==> config.mk <==
export PLATFORM = sky130hd
export DESIGN_NAME = orthogonal_path_snapper_top
export DESIGN_NICKNAME = d
export VERILOG_FILES = /design/src/design/ops_pkg.sv /design/src/design/orthogonal_path_snapper_top.sv
export SDC_FILE = /design/constraint.sdc
export NUM_CORES = 1
export LEC_CHECK = 0
export BUFFER_PORTS_ARGS = -buffer_cell sky130_fd_sc_hd__buf_2
export CORE_ASPECT_RATIO = 0.5
export CORE_UTILIZATION = 30
export DETAILED_ROUTE_END_ITERATION = 12
export PLACE_DENSITY_LB_ADDON = 0.3
export SYNTH_ARGS = -nofsm -noshare
export SYNTH_HDL_FRONTEND = slang
export SYNTH_SLANG_ARGS = --single-unit
==> constraint.sdc <==
create_clock -name clk -period 18.9 [get_ports clk]
set_input_delay 0 -clock clk [delete_from_list [all_inputs] [get_ports clk]]
set_output_delay 0 -clock clk [all_outputs]
set_load 0.03 [all_outputs]
==> src/design/ops_pkg.sv <==
`default_nettype none

package ops_pkg;

    localparam int COORD_WIDTH = 20;
    localparam int FRAC_BITS   = 4;
    localparam int LIMIT_WIDTH = 10;
    localparam int TDATA_WIDTH = ((2 * COORD_WIDTH + 7) / 8) * 8;
    localparam int MAX_RESULTS = 3;

    typedef logic signed [COORD_WIDTH-1:0] coord_t;
    typedef logic [LIMIT_WIDTH-1:0]        limit_t;
    typedef logic [1:0]                    count_t;

    localparam limit_t NEAR_RESET = LIMIT_WIDTH'(1 << FRAC_BITS);

    // configuration register indexes
    typedef enum logic {
        REG_BEND_VERT  = 1'b0,
        REG_NEAR_LIMIT = 1'b1
    } reg_index_t;

    // path tracking phase, one-hot
    typedef enum logic [2:0] {
        PH_IDLE = 3'b001,   // no path started
        PH_ONE  = 3'b010,   // first point seen
        PH_TWO  = 3'b100    // candidate point pending
    } phase_t;

    typedef struct packed {
        logic   path_end;
        coord_t y;
        coord_t x;
    } result_t;

    // |a - b| < lim, exact
    function automatic logic near_f(coord_t a, coord_t b, limit_t lim);
        logic signed [COORD_WIDTH:0] d;
        logic [COORD_WIDTH:0]        m;
        d = (COORD_WIDTH+1)'(a) - (COORD_WIDTH+1)'(b);
        m = d[COORD_WIDTH] ? (COORD_WIDTH+1)'(-d) : (COORD_WIDTH+1)'(d);
        return m < (COORD_WIDTH+1)'(lim);
    endfunction

endpackage

`default_nettype wire

==> src/design/orthogonal_path_snapper_top.sv <==
`default_nettype none

// Orthogonal path snapper: takes the points of a polyline (s_tlast on the final
// point) and streams out the rectified polyline. Where both coordinates change
// by at least near_limit an L-bend corner goes in first (bend_vert picks
// which corner), then middle points that line up with their neighbors in x or
// in y are dropped; the first and last points always come out. m_tlast marks
// the final point of a path, m_tuser the last result caused by one input point.
// Flow: an accepted point is held in an input register, then processed into
// a three-slot result buffer, and its results leave one per cycle while
// m_tready is high, the first once the point has passed through the input
// register and the result buffer. The single-result output channel sets the
// sustained rate. The input register takes the next point while the buffer
// drains and holds it until the last result of the previous point leaves, so
// the next point's results follow the previous ones with no gap.
// Configuration writes are taken at any time but should only be issued while
// the block is idle.
module orthogonal_path_snapper_top (
    input  wire                                clk,
    input  wire                                rst_n,
    // configuration write port
    input  wire                                cfg_we,
    input  wire                                cfg_index,
    input  wire [ops_pkg::LIMIT_WIDTH-1:0]     cfg_data,
    // input points
    input  wire                                s_tvalid,
    output logic                               s_tready,
    input  wire [ops_pkg::TDATA_WIDTH-1:0]     s_tdata,   // pt_x, pt_y
    input  wire                                s_tlast,   // final_point
    // rectified points
    output logic                               m_tvalid,
    input  wire                                m_tready,
    output logic [ops_pkg::TDATA_WIDTH-1:0]    m_tdata,   // out_x, out_y
    output logic                               m_tlast,   // path_end
    output logic                               m_tuser    // run_last
);
    import ops_pkg::*;

    // configuration
    logic   bend_vert_reg;
    limit_t near_limit_reg;

    // input register
    logic   in_valid_reg;
    coord_t in_x_reg, in_y_reg;
    logic   in_fin_reg;

    // path state
    phase_t phase_reg, phase_next;
    coord_t kept_x_reg, kept_y_reg, kept_x_next, kept_y_next;
    coord_t pend_x_reg, pend_y_reg, pend_x_next, pend_y_next;

    // result buffer, slot 0 is at the output
    result_t slot_reg [MAX_RESULTS];
    result_t slot_next [MAX_RESULTS];
    count_t  buf_left_reg, buf_left_next;

    logic   pop, proc;
    result_t new_res [MAX_RESULTS];
    count_t  new_cnt;

    // per-point working values
    logic   first_pt, bend, emit1, emit2;
    coord_t lx, ly, q1x, q1y, k1x, k1y;

    assign pop      = m_tvalid && m_tready;
    assign proc     = in_valid_reg &&
                      ((buf_left_reg == 2'd0) || ((buf_left_reg == 2'd1) && m_tready));
    assign s_tready = !in_valid_reg || proc;

    always_ff @(posedge clk or negedge rst_n)
    begin
        if (!rst_n)
        begin
            bend_vert_reg  <= 1'b1;
            near_limit_reg <= NEAR_RESET;
        end
        else if (cfg_we)
        begin
            case (reg_index_t'(cfg_index))
                REG_BEND_VERT:  bend_vert_reg  <= cfg_data[0];
                REG_NEAR_LIMIT: near_limit_reg <= cfg_data;
                default:        ;
            endcase
        end
    end

    always_ff @(posedge clk or negedge rst_n)
    begin
        if (!rst_n)
            in_valid_reg <= 1'b0;
        else if (s_tready)
            in_valid_reg <= s_tvalid;
    end

    always_ff @(posedge clk)
    begin
        if (s_tvalid && s_tready)
        begin
            in_x_reg   <= s_tdata[COORD_WIDTH-1:0];
            in_y_reg   <= s_tdata[2*COORD_WIDTH-1:COORD_WIDTH];
            in_fin_reg <= s_tlast;
        end
    end

    // One point through bend insertion and thinning. At most two thinning
    // decisions (bend corner, then the point) plus the end-of-path flush.
    always_comb
    begin
        phase_next  = phase_reg;
        kept_x_next = kept_x_reg;
        kept_y_next = kept_y_reg;
        pend_x_next = pend_x_reg;
        pend_y_next = pend_y_reg;

        first_pt = (phase_reg == PH_IDLE);
        lx = (phase_reg == PH_ONE) ? kept_x_reg : pend_x_reg;
        ly = (phase_reg == PH_ONE) ? kept_y_reg : pend_y_reg;
        bend = !near_f(in_x_reg, lx, near_limit_reg) &&
               !near_f(in_y_reg, ly, near_limit_reg);

        // first point fed to thinning: corner if any, else the point itself
        if (bend)
        begin
            q1x = bend_vert_reg ? lx : in_x_reg;
            q1y = bend_vert_reg ? in_y_reg : ly;
        end
        else
        begin
            q1x = in_x_reg;
            q1y = in_y_reg;
        end

        // feeding q1: only a pending candidate can be emitted
        emit1 = 1'b0;
        case (phase_reg)
            PH_IDLE, PH_ONE: emit1 = 1'b0;
            default:
                emit1 = !((near_f(kept_x_reg, pend_x_reg, near_limit_reg) &&
                           near_f(pend_x_reg, q1x, near_limit_reg)) ||
                          (near_f(kept_y_reg, pend_y_reg, near_limit_reg) &&
                           near_f(pend_y_reg, q1y, near_limit_reg)));
        endcase
        k1x = emit1 ? pend_x_reg : kept_x_reg;
        k1y = emit1 ? pend_y_reg : kept_y_reg;

        // feeding the point after a corner: candidate is now the corner
        emit2 = bend &&
                !((near_f(k1x, q1x, near_limit_reg) &&
                   near_f(q1x, in_x_reg, near_limit_reg)) ||
                  (near_f(k1y, q1y, near_limit_reg) &&
                   near_f(q1y, in_y_reg, near_limit_reg)));

        if (first_pt)
        begin
            if (!in_fin_reg)
            begin
                kept_x_next = in_x_reg;
                kept_y_next = in_y_reg;
                phase_next  = PH_ONE;
            end
        end
        else if (in_fin_reg)
        begin
            phase_next  = PH_IDLE;
            kept_x_next = '0;
            kept_y_next = '0;
            pend_x_next = '0;
            pend_y_next = '0;
        end
        else
        begin
            phase_next  = PH_TWO;
            kept_x_next = emit2 ? q1x : k1x;
            kept_y_next = emit2 ? q1y : k1y;
            pend_x_next = in_x_reg;
            pend_y_next = in_y_reg;
        end

        // pack the results in order
        new_cnt = '0;
        for (int i = 0; i < MAX_RESULTS; i++)
            new_res[i] = '{path_end: 1'b0, y: '0, x: '0};
        if (first_pt)
        begin
            new_res[0] = '{path_end: in_fin_reg, y: in_y_reg, x: in_x_reg};
            new_cnt    = 2'd1;
        end
        else
        begin
            if (emit1)
            begin
                new_res[new_cnt] = '{path_end: 1'b0, y: pend_y_reg, x: pend_x_reg};
                new_cnt = new_cnt + 2'd1;
            end
            if (emit2)
            begin
                new_res[new_cnt] = '{path_end: 1'b0, y: q1y, x: q1x};
                new_cnt = new_cnt + 2'd1;
            end
            if (in_fin_reg)
            begin
                new_res[new_cnt] = '{path_end: 1'b1, y: in_y_reg, x: in_x_reg};
                new_cnt = new_cnt + 2'd1;
            end
        end
    end

    // result buffer: load when drained or its last result leaves, otherwise shift toward the output
    always_comb
    begin
        buf_left_next = buf_left_reg;
        for (int i = 0; i < MAX_RESULTS; i++)
            slot_next[i] = slot_reg[i];
        if (proc)
        begin
            buf_left_next = new_cnt;
            for (int i = 0; i < MAX_RESULTS; i++)
                slot_next[i] = new_res[i];
        end
        else if (pop)
        begin
            buf_left_next = buf_left_reg - 2'd1;
            for (int i = 0; i < MAX_RESULTS - 1; i++)
                slot_next[i] = slot_reg[i+1];
        end
    end

    always_ff @(posedge clk or negedge rst_n)
    begin
        if (!rst_n)
        begin
            phase_reg    <= PH_IDLE;
            kept_x_reg   <= '0;
            kept_y_reg   <= '0;
            pend_x_reg   <= '0;
            pend_y_reg   <= '0;
            buf_left_reg <= '0;
        end
        else
        begin
            if (proc)
            begin
                phase_reg  <= phase_next;
                kept_x_reg <= kept_x_next;
                kept_y_reg <= kept_y_next;
                pend_x_reg <= pend_x_next;
                pend_y_reg <= pend_y_next;
            end
            buf_left_reg <= buf_left_next;
        end
    end

    always_ff @(posedge clk)
    begin
        for (int i = 0; i < MAX_RESULTS; i++)
            slot_reg[i] <= slot_next[i];
    end

    assign m_tvalid = (buf_left_reg != 2'd0);
    assign m_tdata  = TDATA_WIDTH'({slot_reg[0].y, slot_reg[0].x});
    assign m_tlast  = slot_reg[0].path_end;
    assign m_tuser  = (buf_left_reg == 2'd1);

    // a path end is always the last result of its point
    a_end_is_run_last: assert property (@(posedge clk) disable iff (!rst_n)
        m_tvalid && m_tlast |-> m_tuser)
        else $error("path end not marked as last result of its point");

    // a final point always returns the tracker to idle
    a_fin_to_idle: assert property (@(posedge clk) disable iff (!rst_n)
        proc && in_fin_reg |=> phase_reg == PH_IDLE)
        else $error("tracker not idle after final point");

    // a held point is processed only once the buffer has drained or its last result is leaving
    a_load_when_free: assert property (@(posedge clk) disable iff (!rst_n)
        proc |-> (buf_left_reg == 2'd0) || (buf_left_reg == 2'd1 && pop))
        else $error("result buffer overwritten");

endmodule

`default_nettype wire
[Word level (Yosys, flattened, before mapping)]
Memory sizes are Yosys's and may differ from the RTL's.
Cells that the tools add are included.
Storage, ports and cells
  output and inout port bits: 44
  input bits: 57
  flip-flop bits (word level): 138
  memories: 1
  bits in writable memories: 123
Memories
  slot_reg: words 3, bits a word 41, read ports 3, clocked after memory_dff 0, wr ports 3, line orthogonal_path_snapper_top.sv:54  | result_t slot_reg [MAX_RESULTS];
Cells by class
  magnitude comparators: 14
  add/subtract/negate cells: 23
  reductions and logical operators: 29
  muxes and demuxes: 56
  bitwise logic cells: 4
  eq/ne operators: 4
Operators with widths (count)
  $mux W123: 3
  $mux W20: 18
  $bwmux W123: 2
  $mux W82: 3
  $lt A21 B10 Y1: 10
  $mux W21: 10
  $neg A21 Y21: 10
  $sub A20 B20 Y21: 10
  $mux W41: 5
  $demux W41 S2: 2
  $mux W40: 1
  $mux W2: 7
  $logic_and A1 B1 Y1: 12
  $mux W3: 3
  $reduce_and A2 Y1: 4
  $ge A3 B3 Y1 const B: 2
  $lt A3 B1 Y1 const B: 2
  $not A2 Y3: 2
  $logic_not A1 Y1: 5
  $add A2 B1 Y2 const B: 2
  $logic_or A1 B1 Y1: 4
  $reduce_bool A2 Y1: 2
  $eq A3 B1 Y1 const B: 1
  $eq A3 B2 Y1 const B: 1
  7 further kinds: 9

[Logic depth before layout (Yosys ltp)]
  word-level depth: 37
  depth in mapped cells: 86

[Worst setup path after synthesis]
No wires, ideal clock.
  path kind: flip-flop to flip-flop
  from: register phase_reg[2]
  to: memory slot_reg[0][62] in the netlist's numbering, data pin
  buffers on the path: 12
  path slack: 2.343 ns
  cell stages (with the launch flop): 83
  data arrival time: 16.296 ns
  library setup time: 0.262 ns
  cell sequence: dfrtp_1 nor3b_1 clkbuf_1 clkbuf_1 clkbuf_1 a21oi_1 ha_1 clkbuf_1 a21oi_1 a21oi_1 nor3_1 nor4_1 o2111ai_1 nand2_1 clkbuf_1 a21oi_1 xor2_1 ha_1 (+47 left out) a21o_1 a211oi_1 a21oi_1 o21a_1 o21ai_0 nand4_1 or3_1 nor4_1 nand4_1 nor3b_2 buf_6 buf_4 ha_1 nand2_1 nor2_1 dlygate4sd1_1 a22oi_1 o21ai_1
RTL lines
  start: declaration: line orthogonal_path_snapper_top.sv:49  | phase_t phase_reg, phase_next;
  start signal: assignment: line orthogonal_path_snapper_top.sv:244  | phase_reg <= phase_next;
  end: declaration: line orthogonal_path_snapper_top.sv:54

==> impl_metrics.json <==
{
  "drcViolationCount": 0,
  "layout_common_cells": "nand2_1, ha_1, a21oi_1",
  "place_area_sq_mm": 0.0342,
  "ios": 101,
  "grt_pass1_vias": 30339,
  "synth_warnings": 0,
  "overflow": 0,
  "synth_seq_cells": 261,
  "utilization": 0.343,
  "synth_top_family_by_area": "compound AO/OA/AOI/OAI gates",
  "viasPerCell": 5.93,
  "crit_required_ps": 19140,
  "period_minus_slack_ps": 18100,
  "dp_hpwl_mm": 102,
  "synthDistinctLibCells": 108,
  "antenna_found_initial": 3,
  "synth_compound_area_frac": 0.300,
  "cts-root-buf": "clkbuf_16",
  "setup-tns-final_ps": 0,
  "worstMarginPinSlew_ps": 1160,
  "crit_path_end_kind": "register",
  "synth-async-reset-ratio": 0.372,
  "die_h_um": 233,
  "dieArea_sq_mm": 0.108,
  "drive_gt1_frac": 0.104,
  "rows": 84,
  "nNetsFinal": 4428,
  "setup_viol": 0,
  "max_stage_delay_ps": 620,
  "cts_tree": "done",
  "critPathMaxFanout": 41,
  "post_drt_wl_per_cell_um": 24.3,
  "grt_max_degree": 88,
  "critPathArrivalTime_ps": 18350,
  "clk_latency_ps": 560,
  "gp_congestion": 1.00,
  "cts_inserted_buffers": 34,
  "fin_ws_ps": 796,
  "totalWireLength_mm": 133,
  "place_ws_ps": -342,
  "period_share": 0.958,
  "crit_type": "register to register",
  "relSlewSlack": 0.226,
  "portBuffers": 100,
  "dieWidth_um": 464,
  "vias": 32605,
  "fmax_mhz": 55.2,
  "drt_iter0_markers": 3360,
  "ys_seq_area_frac": 0.230,
  "fin_skew_ps": 34.9,
  "start_util": 0.303,
  "clk_pin_slew_ps": 60,
  "coreArea_sq_mm": 0.105,
  "fin_area_sq_mm": 0.0362,
  "cp-start-kind": "register",
  "grt_pass1_wl_mm": 195,
  "cts.sinks": 261,
  "syn-cell-area_sq_mm": 0.0320,
  "htreeDepth": 2,
  "synthSimpleGateAreaFrac": 0.189,
  "synth_fa_ha_area_frac": 0.125,
  "critPathSlowestCell": "or4b_1",
  "hold_violations": 0,
  "drtPass1Iterations": 6,
  "syn2layout_area_growth_pct": 13.1,
  "rsz0062_at_grt": "false",
  "syn-mean-instance-area_sq_um": 8.09,
  "largest_register_ffs": 123,
  "synth_cells": 3955,
  "detail-route-antenna-nets": 0,
  "status": "completed",
  "grt_use_total": 0.236,
  "hold_class": "input pin to asynchronous set/reset pin",
  "clockBufferDepth": 3,
  "synth-xor-area-share": 0.0638,
  "final_common_cell": "nand2_1",
  "synthMuxAreaShare": 0.0262,
  "cpMostUsedCell": "ha_1",
  "maxCapViolations": 0,
  "synth-edff-count": 164,
  "syn_nets": 4326,
  "num-fill-cells": 10978,
  "synth_flop_cell": "edfxtp_1",
  "synth_area_leaders": "edfxtp_1, ha_1, dfrtp_1",
  "slew_viol_final": 0,
  "synth_area_leader_cell": "edfxtp_1",
  "yosysTopAreaCellShare": 0.154
}
-- stage by stage --
step | cells | hold WS, ps
after CTS | 5497 | 63.9
after floorplan | 3955 | -296
after global placement | 5379 | 92.8
after detailed placement | 5379 | 96.7
after global routing | 5501 | 112
final | 5502 | 53.9
-- metal layers --
metal,part of all wire,vias to the layer above,track usage
met4,0.051,0,0.110
met5,0,-,0
met3,0.075,271,0.0343
met1,0.43,15669,0.308
li1,-,15169,-
met2,0.45,1496,0.385
-- path summary, 6_finish.rpt --
check / endpoint / slack, ps / startpoint / cells after the start
setup / recovery: slot_reg[0][19] / 800 / phase_reg[2] / 81
hold / removal: near_limit_reg[2] / 50 / rst_n / 2
setup reg to reg: slot_reg[0][19] / 800 / phase_reg[2] / 81
hold reg to reg: phase_reg[0] / 490 / phase_reg[0] / 2
max in group asynchronous: pend_y_reg[9] / 17600 / rst_n / 3
min in group clk: in_y_reg[6] / 150 / s_tdata[26] / 2
-- cells in the mapped netlist, types with 32 or more instances --
cell,n
a211oi_1,55
a21o_1,75
a21oi_1,298
a22oi_1,84
a2bb2oi_1,32
a31oi_1,83
and2_1,77
buf_4,52
clkbuf_1,138
dfrtp_1,94
edfxtp_1,164
ha_1,304
inv_1,246
mux2i_1,60
nand2_1,346
nand2b_1,51
nand3_1,124
nand4_1,42
nor2_1,241
nor2b_1,37
nor3_1,75
o2111ai_1,64
o211ai_1,82
o21a_1,47
o21ai_0,172
o21ai_1,46
o22ai_1,54
o31ai_1,57
xnor2_1,151
xor2_1,82
-- logic make-up (layout without fill, tap and decap cells) --
group                      count (synthesis)  after routing
AOI/OAI and AO/OA                       1393           1393
and+or+nand+nor                         1197           1199
buffers and inverters                    476            601
adders and majority gates                314            314
DFF                                      261            261
xor gates and xnor gates                 233            233
muxes                                     81             81
other                                      0              1
-- critical path: cells and delay by family, from the launching register on --
family / cells / cell delay [ps]
AO/OA/AOI/OAI: 34 / 7260
AND/OR/NAND/NOR: 24 / 4900
XOR/XNOR: 2 / 280
buffers and inverters: 10 / 1530
adder cells (fa/ha/maj): 10 / 3100
multiplexers: 1 / 160
flip-flops: 1 / 420
-- final cells by class --
| type | instances | area, sq um | area share |
|---|---|---|---|
| Antenna cell | 1 | 2.50 | 0.0000692 |
| Clock buffer | 45 | 935 | 0.0258 |
| Clock inverter | 16 | 238 | 0.00657 |
| Timing Repair Buffer | 292 | 2200 | 0.0609 |
| Inverter | 248 | 937 | 0.0259 |
| Multi-Input combinational cell | 3220 | 22700 | 0.628 |
| Tap cell | 1419 | 1780 | 0.0491 |
| Sequential cell | 261 | 7360 | 0.203 |
-- what timing repair did --
item / in CTS / in global routing
endpoints found under the setup margin: 81 / 165
pin swaps: 1 / 4
hold endpoints to repair: 102 / 0
hold buffers: 56 / 0
setup buffers: 0 / 3
gates resized for setup: 2 / 33
cloned: 1 / 1
Power is left out: the tool's default activity adds up to more than one toggle a clock period on the data nets, which glitch-free logic cannot reach.
